**config.mk**
```make
export PLATFORM = sky130hd
export DESIGN_NAME = slip_frame_decoder_flat
export DESIGN_NICKNAME = d
export VERILOG_FILES = /design/src/sv/sfd_pkg.sv /design/src/sv/sfd_if.sv /design/src/sv/sfd_ram.sv /design/src/sv/sfd_queue.sv /design/src/sv/sfd_front.sv /design/src/sv/sfd_back.sv /design/src/sv/slip_frame_decoder.sv /design/src/flat_wrapper.sv
export SDC_FILE = /design/constraint.sdc
export NUM_CORES = 1
export LEC_CHECK = 0
export ABC_AREA = 1
export BUFFER_PORTS_ARGS = -buffer_cell sky130_fd_sc_hd__clkbuf_2
export CAP_MARGIN = 25
export CELL_PAD_IN_SITES_DETAIL_PLACEMENT = 1
export CELL_PAD_IN_SITES_GLOBAL_PLACEMENT = 1
export CORE_MARGIN = 2
export CORE_UTILIZATION = 55
export CTS_BUF_LIST = sky130_fd_sc_hd__clkbuf_4
export CTS_CLUSTER_DIAMETER = 40
export DETAILED_ROUTE_END_ITERATION = 10
export PLACE_DENSITY_LB_ADDON = 0.1
export SYNTH_ARGS = -nofsm -noshare
export SYNTH_HDL_FRONTEND = slang
export SYNTH_SLANG_ARGS = --single-unit
```
**constraint.sdc**
```tcl
create_clock -name i_clk -period 10.03 [get_ports i_clk]
set_input_delay 2.006 -clock i_clk [delete_from_list [all_inputs] [get_ports i_clk]]
set_output_delay 2.006 -clock i_clk [all_outputs]
set_load 0.05 [all_outputs]
```
**src/sv/sfd_pkg.sv**
```systemverilog
// shared constants and types for the slip frame decoder
`timescale 1ns / 1ps
package sfd_pkg;

    localparam int MAX_FRAME_DEF = 64;
    localparam int LEN_W         = 7;
    localparam int Q_DEPTH       = 2;

    localparam logic [7:0] SLIP_END     = 8'hC0;
    localparam logic [7:0] SLIP_ESC     = 8'hDB;
    localparam logic [7:0] SLIP_ESC_END = 8'hDC;
    localparam logic [7:0] SLIP_ESC_ESC = 8'hDD;

    localparam logic REQ_BYTE       = 1'b0;
    localparam logic REQ_SOFT_RESET = 1'b1;

    localparam logic STATUS_DATA     = 1'b0;
    localparam logic STATUS_OVERFLOW = 1'b1;

    // drain command from front to back
    typedef struct packed {
        logic             ovf;
        logic [LEN_W-1:0] len;
    } t_cmd;

endpackage

```
**src/sv/sfd_if.sv**
```systemverilog
// request and result channel interfaces
`timescale 1ns / 1ps
interface sfd_in_if;
    logic       valid;
    logic       ready;
    logic       req_type;
    logic [7:0] in_byte;

    modport source (output valid, output req_type, output in_byte, input ready);
    modport sink (input valid, input req_type, input in_byte, output ready);
endinterface

interface sfd_out_if;
    logic       valid;
    logic       ready;
    logic [7:0] out_byte;
    logic       last;
    logic       status;

    modport source (output valid, output out_byte, output last, output status, input ready);
    modport sink (input valid, input out_byte, input last, input status, output ready);
endinterface

```
**src/sv/sfd_ram.sv**
```systemverilog
// generic single write, single read ram with registered read
`timescale 1ns / 1ps
module sfd_ram #(
    parameter int WIDTH = 8,
    parameter int DEPTH = 64
) (
    input  logic                     i_clk,
    input  logic                     i_wr_en,
    input  logic [$clog2(DEPTH)-1:0] i_wr_addr,
    input  logic [WIDTH-1:0]         i_wr_data,
    input  logic                     i_rd_en,
    input  logic [$clog2(DEPTH)-1:0] i_rd_addr,
    output logic [WIDTH-1:0]         o_rd_data
);

    logic [WIDTH-1:0] r_mem [DEPTH];
    logic [WIDTH-1:0] r_rd_data;

    always_ff @(posedge i_clk) begin
        if (i_wr_en) begin
            r_mem[i_wr_addr] <= i_wr_data;
        end
        if (i_rd_en) begin
            r_rd_data <= r_mem[i_rd_addr];
        end
    end

    assign o_rd_data = r_rd_data;

endmodule

```
**src/sv/sfd_queue.sv**
```systemverilog
// short command queue between front and back
`timescale 1ns / 1ps
module sfd_queue
    import sfd_pkg::*;
(
    input  logic                         i_clk,
    input  logic                         i_rst_n,
    input  logic                         i_push,
    input  t_cmd                         i_data,
    input  logic                         i_pop,
    output t_cmd                         o_data,
    output logic                         o_empty,
    output logic [$clog2(Q_DEPTH+1)-1:0] o_count
);

    localparam int PW = $clog2(Q_DEPTH);
    localparam int CW = $clog2(Q_DEPTH + 1);

    t_cmd          r_mem [Q_DEPTH];
    logic [PW-1:0] r_wr_ptr;
    logic [PW-1:0] r_rd_ptr;
    logic [CW-1:0] r_count;
    logic          w_push;
    logic          w_pop;

    assign w_push = i_push && (r_count != CW'(Q_DEPTH));
    assign w_pop  = i_pop && (r_count != '0);

    always_ff @(posedge i_clk) begin
        if (w_push) begin
            r_mem[r_wr_ptr] <= i_data;
        end
    end

    always_ff @(posedge i_clk) begin
        if (!i_rst_n) begin
            r_wr_ptr <= '0;
            r_rd_ptr <= '0;
            r_count  <= '0;
        end else begin
            if (w_push) begin
                r_wr_ptr <= (r_wr_ptr == PW'(Q_DEPTH - 1)) ? '0 : r_wr_ptr + 1'b1;
            end
            if (w_pop) begin
                r_rd_ptr <= (r_rd_ptr == PW'(Q_DEPTH - 1)) ? '0 : r_rd_ptr + 1'b1;
            end
            case ({w_push, w_pop})
                2'b10:   r_count <= r_count + 1'b1;
                2'b01:   r_count <= r_count - 1'b1;
                default: r_count <= r_count;
            endcase
        end
    end

    assign o_data  = r_mem[r_rd_ptr];
    assign o_empty = (r_count == '0);
    assign o_count = r_count;

endmodule

```
**src/sv/sfd_front.sv**
```systemverilog
// front end: takes requests, undoes escaping, fills the frame store
`timescale 1ns / 1ps
module sfd_front
    import sfd_pkg::*;
#(
    parameter int MAX_FRAME = MAX_FRAME_DEF
) (
    input  logic                         i_clk,
    input  logic                         i_rst_n,
    sfd_in_if.sink                       i_in,
    input  logic                         i_q_empty,
    input  logic                         i_back_idle,
    output logic                         o_wr_en,
    output logic [$clog2(MAX_FRAME)-1:0] o_wr_addr,
    output logic [7:0]                   o_wr_data,
    output logic                         o_cmd_valid,
    output t_cmd                         o_cmd
);

    localparam int AW = $clog2(MAX_FRAME);

    logic [LEN_W-1:0] r_len;
    logic [LEN_W-1:0] n_len;
    logic             r_esc;
    logic             n_esc;
    logic             r_ovf;
    logic             n_ovf;
    logic             w_accept;
    logic             w_store;
    logic [7:0]       w_store_data;

    // intake waits while a frame drains out of the store
    assign i_in.ready = i_q_empty && i_back_idle;
    assign w_accept   = i_in.valid && i_in.ready;

    always_comb begin
        n_len        = r_len;
        n_esc        = r_esc;
        n_ovf        = r_ovf;
        w_store      = 1'b0;
        w_store_data = i_in.in_byte;
        o_cmd_valid  = 1'b0;
        o_cmd.ovf    = r_ovf;
        o_cmd.len    = r_len;
        o_wr_en      = 1'b0;
        if (w_accept) begin
            if (i_in.req_type == REQ_SOFT_RESET) begin
                n_len = '0;
                n_esc = 1'b0;
                n_ovf = 1'b0;
            end else if (i_in.in_byte == SLIP_END) begin
                if ((r_len != '0) || r_ovf) begin
                    if (!r_esc) begin
                        o_cmd_valid = 1'b1;
                    end
                    n_esc = 1'b0;
                    n_len = '0;
                    n_ovf = 1'b0;
                end
            end else if (i_in.in_byte == SLIP_ESC) begin
                n_esc = 1'b1;
            end else if (r_esc) begin
                n_esc = 1'b0;
                if (i_in.in_byte == SLIP_ESC_END) begin
                    w_store      = 1'b1;
                    w_store_data = SLIP_END;
                end else if (i_in.in_byte == SLIP_ESC_ESC) begin
                    w_store      = 1'b1;
                    w_store_data = SLIP_ESC;
                end else begin
                    n_len = '0;
                    n_ovf = 1'b0;
                end
            end else begin
                w_store = 1'b1;
            end
            if (w_store) begin
                if (r_len == LEN_W'(MAX_FRAME)) begin
                    n_ovf = 1'b1;
                end else begin
                    o_wr_en = 1'b1;
                    n_len   = r_len + 1'b1;
                end
            end
        end
    end

    assign o_wr_addr = r_len[AW-1:0];
    assign o_wr_data = w_store_data;

    always_ff @(posedge i_clk) begin
        if (!i_rst_n) begin
            r_len <= '0;
            r_esc <= 1'b0;
            r_ovf <= 1'b0;
        end else begin
            r_len <= n_len;
            r_esc <= n_esc;
            r_ovf <= n_ovf;
        end
    end

endmodule

```
**src/sv/sfd_back.sv**
```systemverilog
// back end: drains a finished frame or reports an overflow
`timescale 1ns / 1ps
module sfd_back
    import sfd_pkg::*;
#(
    parameter int MAX_FRAME = MAX_FRAME_DEF
) (
    input  logic                         i_clk,
    input  logic                         i_rst_n,
    input  logic                         i_q_empty,
    input  t_cmd                         i_cmd,
    output logic                         o_pop,
    output logic                         o_idle,
    output logic                         o_rd_en,
    output logic [$clog2(MAX_FRAME)-1:0] o_rd_addr,
    input  logic [7:0]                   i_rd_data,
    sfd_out_if.source                    o_out
);

    localparam int AW = $clog2(MAX_FRAME);

    typedef enum logic [1:0] {
        ST_IDLE  = 2'b01,
        ST_DRAIN = 2'b10
    } t_state;

    t_state           r_state;
    t_state           n_state;
    logic [LEN_W-1:0] r_len;
    logic [LEN_W-1:0] r_idx;
    logic [LEN_W-1:0] n_idx;
    logic             r_ovf;
    logic             r_rd_pend;
    logic             n_rd_pend;
    logic             r_out_valid;
    logic             n_out_valid;
    logic [7:0]       r_out_byte;
    logic             r_out_last;
    logic             r_out_status;
    logic             w_slot_free;
    logic             w_load;
    logic [7:0]       w_load_byte;
    logic             w_load_last;
    logic             w_load_status;

    assign w_slot_free = !r_out_valid || o_out.ready;

    always_comb begin
        n_state       = r_state;
        n_idx         = r_idx;
        n_rd_pend     = r_rd_pend;
        o_pop         = 1'b0;
        o_rd_en       = 1'b0;
        w_load        = 1'b0;
        w_load_byte   = i_rd_data;
        w_load_last   = 1'b0;
        w_load_status = STATUS_DATA;
        case (r_state)
            ST_IDLE: begin
                if (!i_q_empty) begin
                    o_pop   = 1'b1;
                    n_idx   = '0;
                    n_state = ST_DRAIN;
                end
            end
            ST_DRAIN: begin
                if (r_ovf) begin
                    if (w_slot_free) begin
                        w_load        = 1'b1;
                        w_load_byte   = '0;
                        w_load_last   = 1'b1;
                        w_load_status = STATUS_OVERFLOW;
                        n_state       = ST_IDLE;
                    end
                end else begin
                    // one read in flight, landing straight in the output register
                    if (r_rd_pend) begin
                        w_load      = 1'b1;
                        w_load_last = (r_idx == r_len);
                        n_rd_pend   = 1'b0;
                        if (r_idx == r_len) begin
                            n_state = ST_IDLE;
                        end
                    end else if (w_slot_free) begin
                        o_rd_en   = 1'b1;
                        n_idx     = r_idx + 1'b1;
                        n_rd_pend = 1'b1;
                    end
                end
            end
            default: begin
                n_state   = ST_IDLE;
                n_rd_pend = 1'b0;
            end
        endcase
    end

    assign o_rd_addr = r_idx[AW-1:0];

    always_comb begin
        if (w_load) begin
            n_out_valid = 1'b1;
        end else if (o_out.ready) begin
            n_out_valid = 1'b0;
        end else begin
            n_out_valid = r_out_valid;
        end
    end

    always_ff @(posedge i_clk) begin
        if (!i_rst_n) begin
            r_state     <= ST_IDLE;
            r_rd_pend   <= 1'b0;
            r_out_valid <= 1'b0;
        end else begin
            r_state     <= n_state;
            r_rd_pend   <= n_rd_pend;
            r_out_valid <= n_out_valid;
        end
    end

    always_ff @(posedge i_clk) begin
        r_idx <= n_idx;
        if (o_pop) begin
            r_len <= i_cmd.len;
            r_ovf <= i_cmd.ovf;
        end
        if (w_load) begin
            r_out_byte   <= w_load_byte;
            r_out_last   <= w_load_last;
            r_out_status <= w_load_status;
        end
    end

    assign o_idle         = (r_state == ST_IDLE);
    assign o_out.valid    = r_out_valid;
    assign o_out.out_byte = r_out_byte;
    assign o_out.last     = r_out_last;
    assign o_out.status   = r_out_status;

endmodule

```
**src/sv/slip_frame_decoder.sv**
```systemverilog
// top level of the slip frame decoder
`timescale 1ns / 1ps
// SLIP receive decoder. Raw link bytes (or soft-reset requests) enter on i_in and are
// un-escaped into a frame store of MAX_FRAME bytes; an END closing a non-empty frame
// releases it on o_out as a run of bytes with last on the final one, or as a single
// overflow result (out_byte 0, last 1, status 1) if the frame grew past MAX_FRAME.
// A request is taken when no frame is draining. While a frame drains, intake is held;
// the store has one registered read port and each byte takes a read plus a load into
// the output register. An overflow result holds intake as well, and a stall on o_out
// of a waiting result lengthens the hold. An END straight after an ESC drops the
// frame. The last result of a run may still wait on o_out while new requests are
// taken.
module slip_frame_decoder
    import sfd_pkg::*;
#(
    parameter int MAX_FRAME = MAX_FRAME_DEF
) (
    input  logic       i_clk,
    input  logic       i_rst_n,
    sfd_in_if.sink     i_in,
    sfd_out_if.source  o_out
);

    localparam int AW = $clog2(MAX_FRAME);
    localparam int CW = $clog2(Q_DEPTH + 1);

    logic          w_wr_en;
    logic [AW-1:0] w_wr_addr;
    logic [7:0]    w_wr_data;
    logic          w_rd_en;
    logic [AW-1:0] w_rd_addr;
    logic [7:0]    w_rd_data;
    logic          w_cmd_valid;
    t_cmd          w_cmd_in;
    t_cmd          w_cmd_out;
    logic          w_pop;
    logic          w_q_empty;
    logic [CW-1:0] w_q_count;
    logic          w_back_idle;

    sfd_front #(
        .MAX_FRAME (MAX_FRAME)
    ) u_front (
        .i_clk       (i_clk),
        .i_rst_n     (i_rst_n),
        .i_in        (i_in),
        .i_q_empty   (w_q_empty),
        .i_back_idle (w_back_idle),
        .o_wr_en     (w_wr_en),
        .o_wr_addr   (w_wr_addr),
        .o_wr_data   (w_wr_data),
        .o_cmd_valid (w_cmd_valid),
        .o_cmd       (w_cmd_in)
    );

    sfd_queue u_queue (
        .i_clk   (i_clk),
        .i_rst_n (i_rst_n),
        .i_push  (w_cmd_valid),
        .i_data  (w_cmd_in),
        .i_pop   (w_pop),
        .o_data  (w_cmd_out),
        .o_empty (w_q_empty),
        .o_count (w_q_count)
    );

    sfd_ram #(
        .WIDTH (8),
        .DEPTH (MAX_FRAME)
    ) u_store (
        .i_clk     (i_clk),
        .i_wr_en   (w_wr_en),
        .i_wr_addr (w_wr_addr),
        .i_wr_data (w_wr_data),
        .i_rd_en   (w_rd_en),
        .i_rd_addr (w_rd_addr),
        .o_rd_data (w_rd_data)
    );

    sfd_back #(
        .MAX_FRAME (MAX_FRAME)
    ) u_back (
        .i_clk     (i_clk),
        .i_rst_n   (i_rst_n),
        .i_q_empty (w_q_empty),
        .i_cmd     (w_cmd_out),
        .o_pop     (w_pop),
        .o_idle    (w_back_idle),
        .o_rd_en   (w_rd_en),
        .o_rd_addr (w_rd_addr),
        .i_rd_data (w_rd_data),
        .o_out     (o_out)
    );

    // the store is never written while a frame is being read out
    a_no_write_during_drain: assert property (
        @(posedge i_clk) disable iff (!i_rst_n)
        w_wr_en |-> (w_back_idle && w_q_empty)
    ) else $error("frame store written during drain");

    // at most one drain command outstanding
    a_queue_depth: assert property (
        @(posedge i_clk) disable iff (!i_rst_n)
        w_q_count <= CW'(1)
    ) else $error("more than one drain command queued");

    // an overflow result is a lone, zero, final result
    a_overflow_form: assert property (
        @(posedge i_clk) disable iff (!i_rst_n)
        (o_out.valid && (o_out.status == STATUS_OVERFLOW))
            |-> (o_out.last && (o_out.out_byte == 8'h00))
    ) else $error("malformed overflow result");

    // a closing command only comes from an accepted request
    a_cmd_from_request: assert property (
        @(posedge i_clk) disable iff (!i_rst_n)
        w_cmd_valid |-> (i_in.valid && i_in.ready)
    ) else $error("drain command without request");

endmodule

```
**src/flat_wrapper.sv**
```systemverilog
// flat-port wrapper written by rule: the top's interface ports become plain ports
module slip_frame_decoder_flat import sfd_pkg::*;
#(
    parameter int MAX_FRAME = MAX_FRAME_DEF
)
  (i_clk, i_rst_n, i_in_valid, i_in_req_type, i_in_in_byte, i_in_ready, o_out_valid, o_out_out_byte, o_out_last, o_out_status, o_out_ready);
  sfd_in_if i_in_i ();
  sfd_out_if o_out_i ();
  input  logic i_clk;
  input  logic i_rst_n;
  input wire logic [$bits(i_in_i.valid)-1:0] i_in_valid;
  input wire logic [$bits(i_in_i.req_type)-1:0] i_in_req_type;
  input wire logic [$bits(i_in_i.in_byte)-1:0] i_in_in_byte;
  output wire logic [$bits(i_in_i.ready)-1:0] i_in_ready;
  output wire logic [$bits(o_out_i.valid)-1:0] o_out_valid;
  output wire logic [$bits(o_out_i.out_byte)-1:0] o_out_out_byte;
  output wire logic [$bits(o_out_i.last)-1:0] o_out_last;
  output wire logic [$bits(o_out_i.status)-1:0] o_out_status;
  input wire logic [$bits(o_out_i.ready)-1:0] o_out_ready;
  assign i_in_i.valid = i_in_valid;
  assign i_in_i.req_type = i_in_req_type;
  assign i_in_i.in_byte = i_in_in_byte;
  assign i_in_ready = i_in_i.ready;
  assign o_out_valid = o_out_i.valid;
  assign o_out_out_byte = o_out_i.out_byte;
  assign o_out_last = o_out_i.last;
  assign o_out_status = o_out_i.status;
  assign o_out_i.ready = o_out_ready;
  slip_frame_decoder #(.MAX_FRAME(MAX_FRAME)) u_core (.i_clk(i_clk), .i_rst_n(i_rst_n), .i_in(i_in_i), .o_out(o_out_i));
endmodule
```
==> results.md <==
- Status: finished, final reports clean
- Synthesized Nets: 1954
- Initial antenna violation count: 2
- Starting Density: 55.3%
- TritonCTS buffer count: 147
- Maximum root-to-sink buffer count: 3
- Hold Fails Final Rpt: 0
- Die Y: 212 µm
- Yosys Warn Count: 0
- Largest net degree at the start of global routing: 190
- Fraction of layout cells with a size suffix above 1: between 10% and 20%
- Worst path arrival time: 5000 ps
- Rows: between 70 and 80
- Top fanout value on the critical path: between 60 and 70
- Kind of critical path: in2reg
- Critical Path RT: 10590 ps
- RD Place Congestion: 0.871
- DR pass1 iterations: 5
- Place WS: 4640 ps
- PortBufs: 24
- Grt ovf: 0
- Die area: between 40000 and 50000 µm²
- Worst setup path start: i_in_in_byte[6]
- Power Dens Cells: about 190 nW/µm²
- Vias in the first global route: 16712
- Seq cells post-synth: 578
- Layout Nets: 2036
- Most common cell after layout, fill and taps aside: edfxtp_1
- Crit end category: register
- Worst VDD drop: 0.119 mV
- Final Core Density: 60.7%
- # Post-CTS Setup Buffers: 0
- DRC Markers: 0
- Rel. slew slack: 30.1%
- Max_cap viols: 0
- Crit path time final: 4430 ps
- Reg-to-reg setup timing slack: 6040 ps
- Setup Viol. Count Final: 0
- CTS Root Buffer Type: clkbuf_4
- Clk_lat worst skew: 960 ps
- Placed cell count: 2416
- Final ANT Viol Nets: 0
- Final period util: between 40% and 50%
- Gr usage total: between 30% and 40%
- Unrepaired setup endpoints after global routing: no
- Register Area: 17200 µm²
- R2R depth: 9
- Cell count after synthesis: 1937
- Detailed-route vias per instance: around 6
- Max H-tree Level: 4
- Core area: 42800 µm²
- Fin cells: between 2000 and 3000
- Clock Sink Count: 578
- CP Launch Type: input pin
- Post-synthesis average cell area: between 10 and 15 µm²
- Synth Cell Area: 23700 µm²
- Slew Limit Fails: 0
- TritonCTS clock tree: yes
- Leakage Power: approximately 8.8 nW
- Detailed Route WL: between 60000 and 70000 µm
- Commonest cells after routing, fill and taps aside: edfxtp_1, nor2_1, o21ai_0
- Sequential-to-total area share from yosys stat: 72.6%
- Worst r2r src: u_core.u_back.r_idx[0]
- Vias: 16151
- Reg clk slew, reported paths: 70 ps
- Post-CTS resize count: 0
- Initial drt markers: 1396
- Top achievable clock speed: 226 MHz
- Crit path setup slack, layout: 5600 ps
- Slew at the pin closest to its max-slew limit: around 1000 ps
- Die span in x: 212 µm
- Min-delay src: u_core.u_back.r_rd_pend
- HP Class: reg2reg
- Multi-input logic area: ~5700 µm²
- Setup_tns: 0 ps
- Post-synth cell types: 41
- R2r endpoint: u_core.u_store.o_rd_data[1]
- Global-route wire length before repair: 99900 µm
- HPWL Detailed: between 30000 and 40000 µm
- # hold bufs at CTS: 0
- Critical Path Sink: u_core.u_store.r_mem[16][7]
- Final clock skew: between 20 and 30 ps
- IO Pins: 25
- Area grow syn2layout: 9.66%
- WL/cell: between 20 and 30 µm
- Layout fillers: 4372
worst max-delay path, cell delays in order:
cell and delay [ps]:
clkbuf_2 80, buf_4 740, nand2_2 190, nor2_4 230
nand2_1 120, nand3_2 120, nand4_4 250, nor2_8 240
nand3_4 320, nor2_1 680
area by class of cell:
cell class	count	area share, %
inverters	77	1.13
well taps	546	2.63
flip-flops and latches	578	66.2
diodes	2	0.0193
clock buffers	213	6.16
clock inverters	37	0.862
repair buffers	44	1.09
multi-input cells	1171	21.9
how the worst min path moves through the flow:
stage,end,slack (ps),depth (start not counted)
final,u_core.u_back.r_rd_pend,490,2
after global placement,u_core.u_back.r_rd_pend,450,2
after global routing,u_core.u_back.r_rd_pend,520,2
after detailed placement,u_core.u_back.r_rd_pend,470,2
after CTS,u_core.u_back.r_rd_pend,480,2
after floorplan,u_core.u_back.r_rd_pend,440,2
report_power, final:
part	switching (mW)	internal [mW]	leakage (nW)
combinational	0.224	0.0614	2.54
sequential	0.0138	2.66	5.20
clock	0.952	1.05	1.10
sequential cells by signal, summed over array words and instances (netlist names):
name and count:
u_core.u_queue.r_rd_ptr 1, u_core.u_back.r_rd_pend 1, u_core.u_store.o_rd_data 8, u_core.u_front.r_len 7
u_core.u_queue.o_count 2, u_core.u_back.o_out.valid 1, u_core.u_front.r_ovf 1, u_core.u_back.r_state 2
u_core.u_front.r_esc 1, u_core.u_queue.r_wr_ptr 1, u_core.u_back.r_idx 7, u_core.u_back.r_ovf 1
u_core.u_store.r_mem 512, u_core.u_back.o_out.out_byte 8, u_core.u_back.o_out.status 1, u_core.u_back.r_len 7
u_core.u_back.o_out.last 1, u_core.u_queue.r_mem 16
routing by layer:
metal,track usage (%),part of all wire (%)
met3,7.22,6.8
met4,11.5,2.5
met2,50.8,50
met1,40.3,41
met5,0,0
per-stage QoR:
stage	hold WS (ps)	total power, mW	area, µm²
3_5_place_dp	474	3.01	24100
2_1_floorplan	440	2.90	23700
6_report	491	4.96	26000
4_1_cts	483	5.00	26000
3_3_place_gp	454	3.00	24100
5_1_grt	516	5.13	26000
cells in the mapped netlist, drive strengths merged:
master | instances | share of area, %
inv | 74 | 1.2
dfxtp | 17 | 1.4
a211oi | 2 | 0.085
nand3b | 2 | 0.063
o22ai | 50 | 1.3
nand4 | 15 | 0.52
buf | 59 | 1.6
ha | 4 | 0.21
xor2 | 3 | 0.11
nand3 | 101 | 2.5
xnor2 | 2 | 0.074
clkbuf | 51 | 0.81
a21oi | 38 | 0.80
o31ai | 1 | 0.032
o21ai | 247 | 5.2
o211ai | 53 | 1.7
dlygate4sd1 | 1 | 0.037
clkinv | 3 | 0.048
o221ai | 15 | 0.55
nand2 | 233 | 3.8
edfxtp | 561 | 71
or2 | 1 | 0.026
nor3 | 4 | 0.085
a31oi | 5 | 0.13
nor2 | 395 | 6.6
cell families (layout without fill, tap and decap cells):
family / after synthesis / after routing / synth area share (%)
and+or+nand+nor: 751 / 751 / 13.6
DFF: 578 / 578 / 72.6
AOI/OAI and AO/OA: 411 / 411 / 9.83
buffers and inverters: 188 / 371 / 3.64
xor gates and xnor gates: 5 / 5 / 0.185
adders and majority gates: 4 / 4 / 0.211
other: 0 / 2 / 0
(Power assumes the default switching activity.)
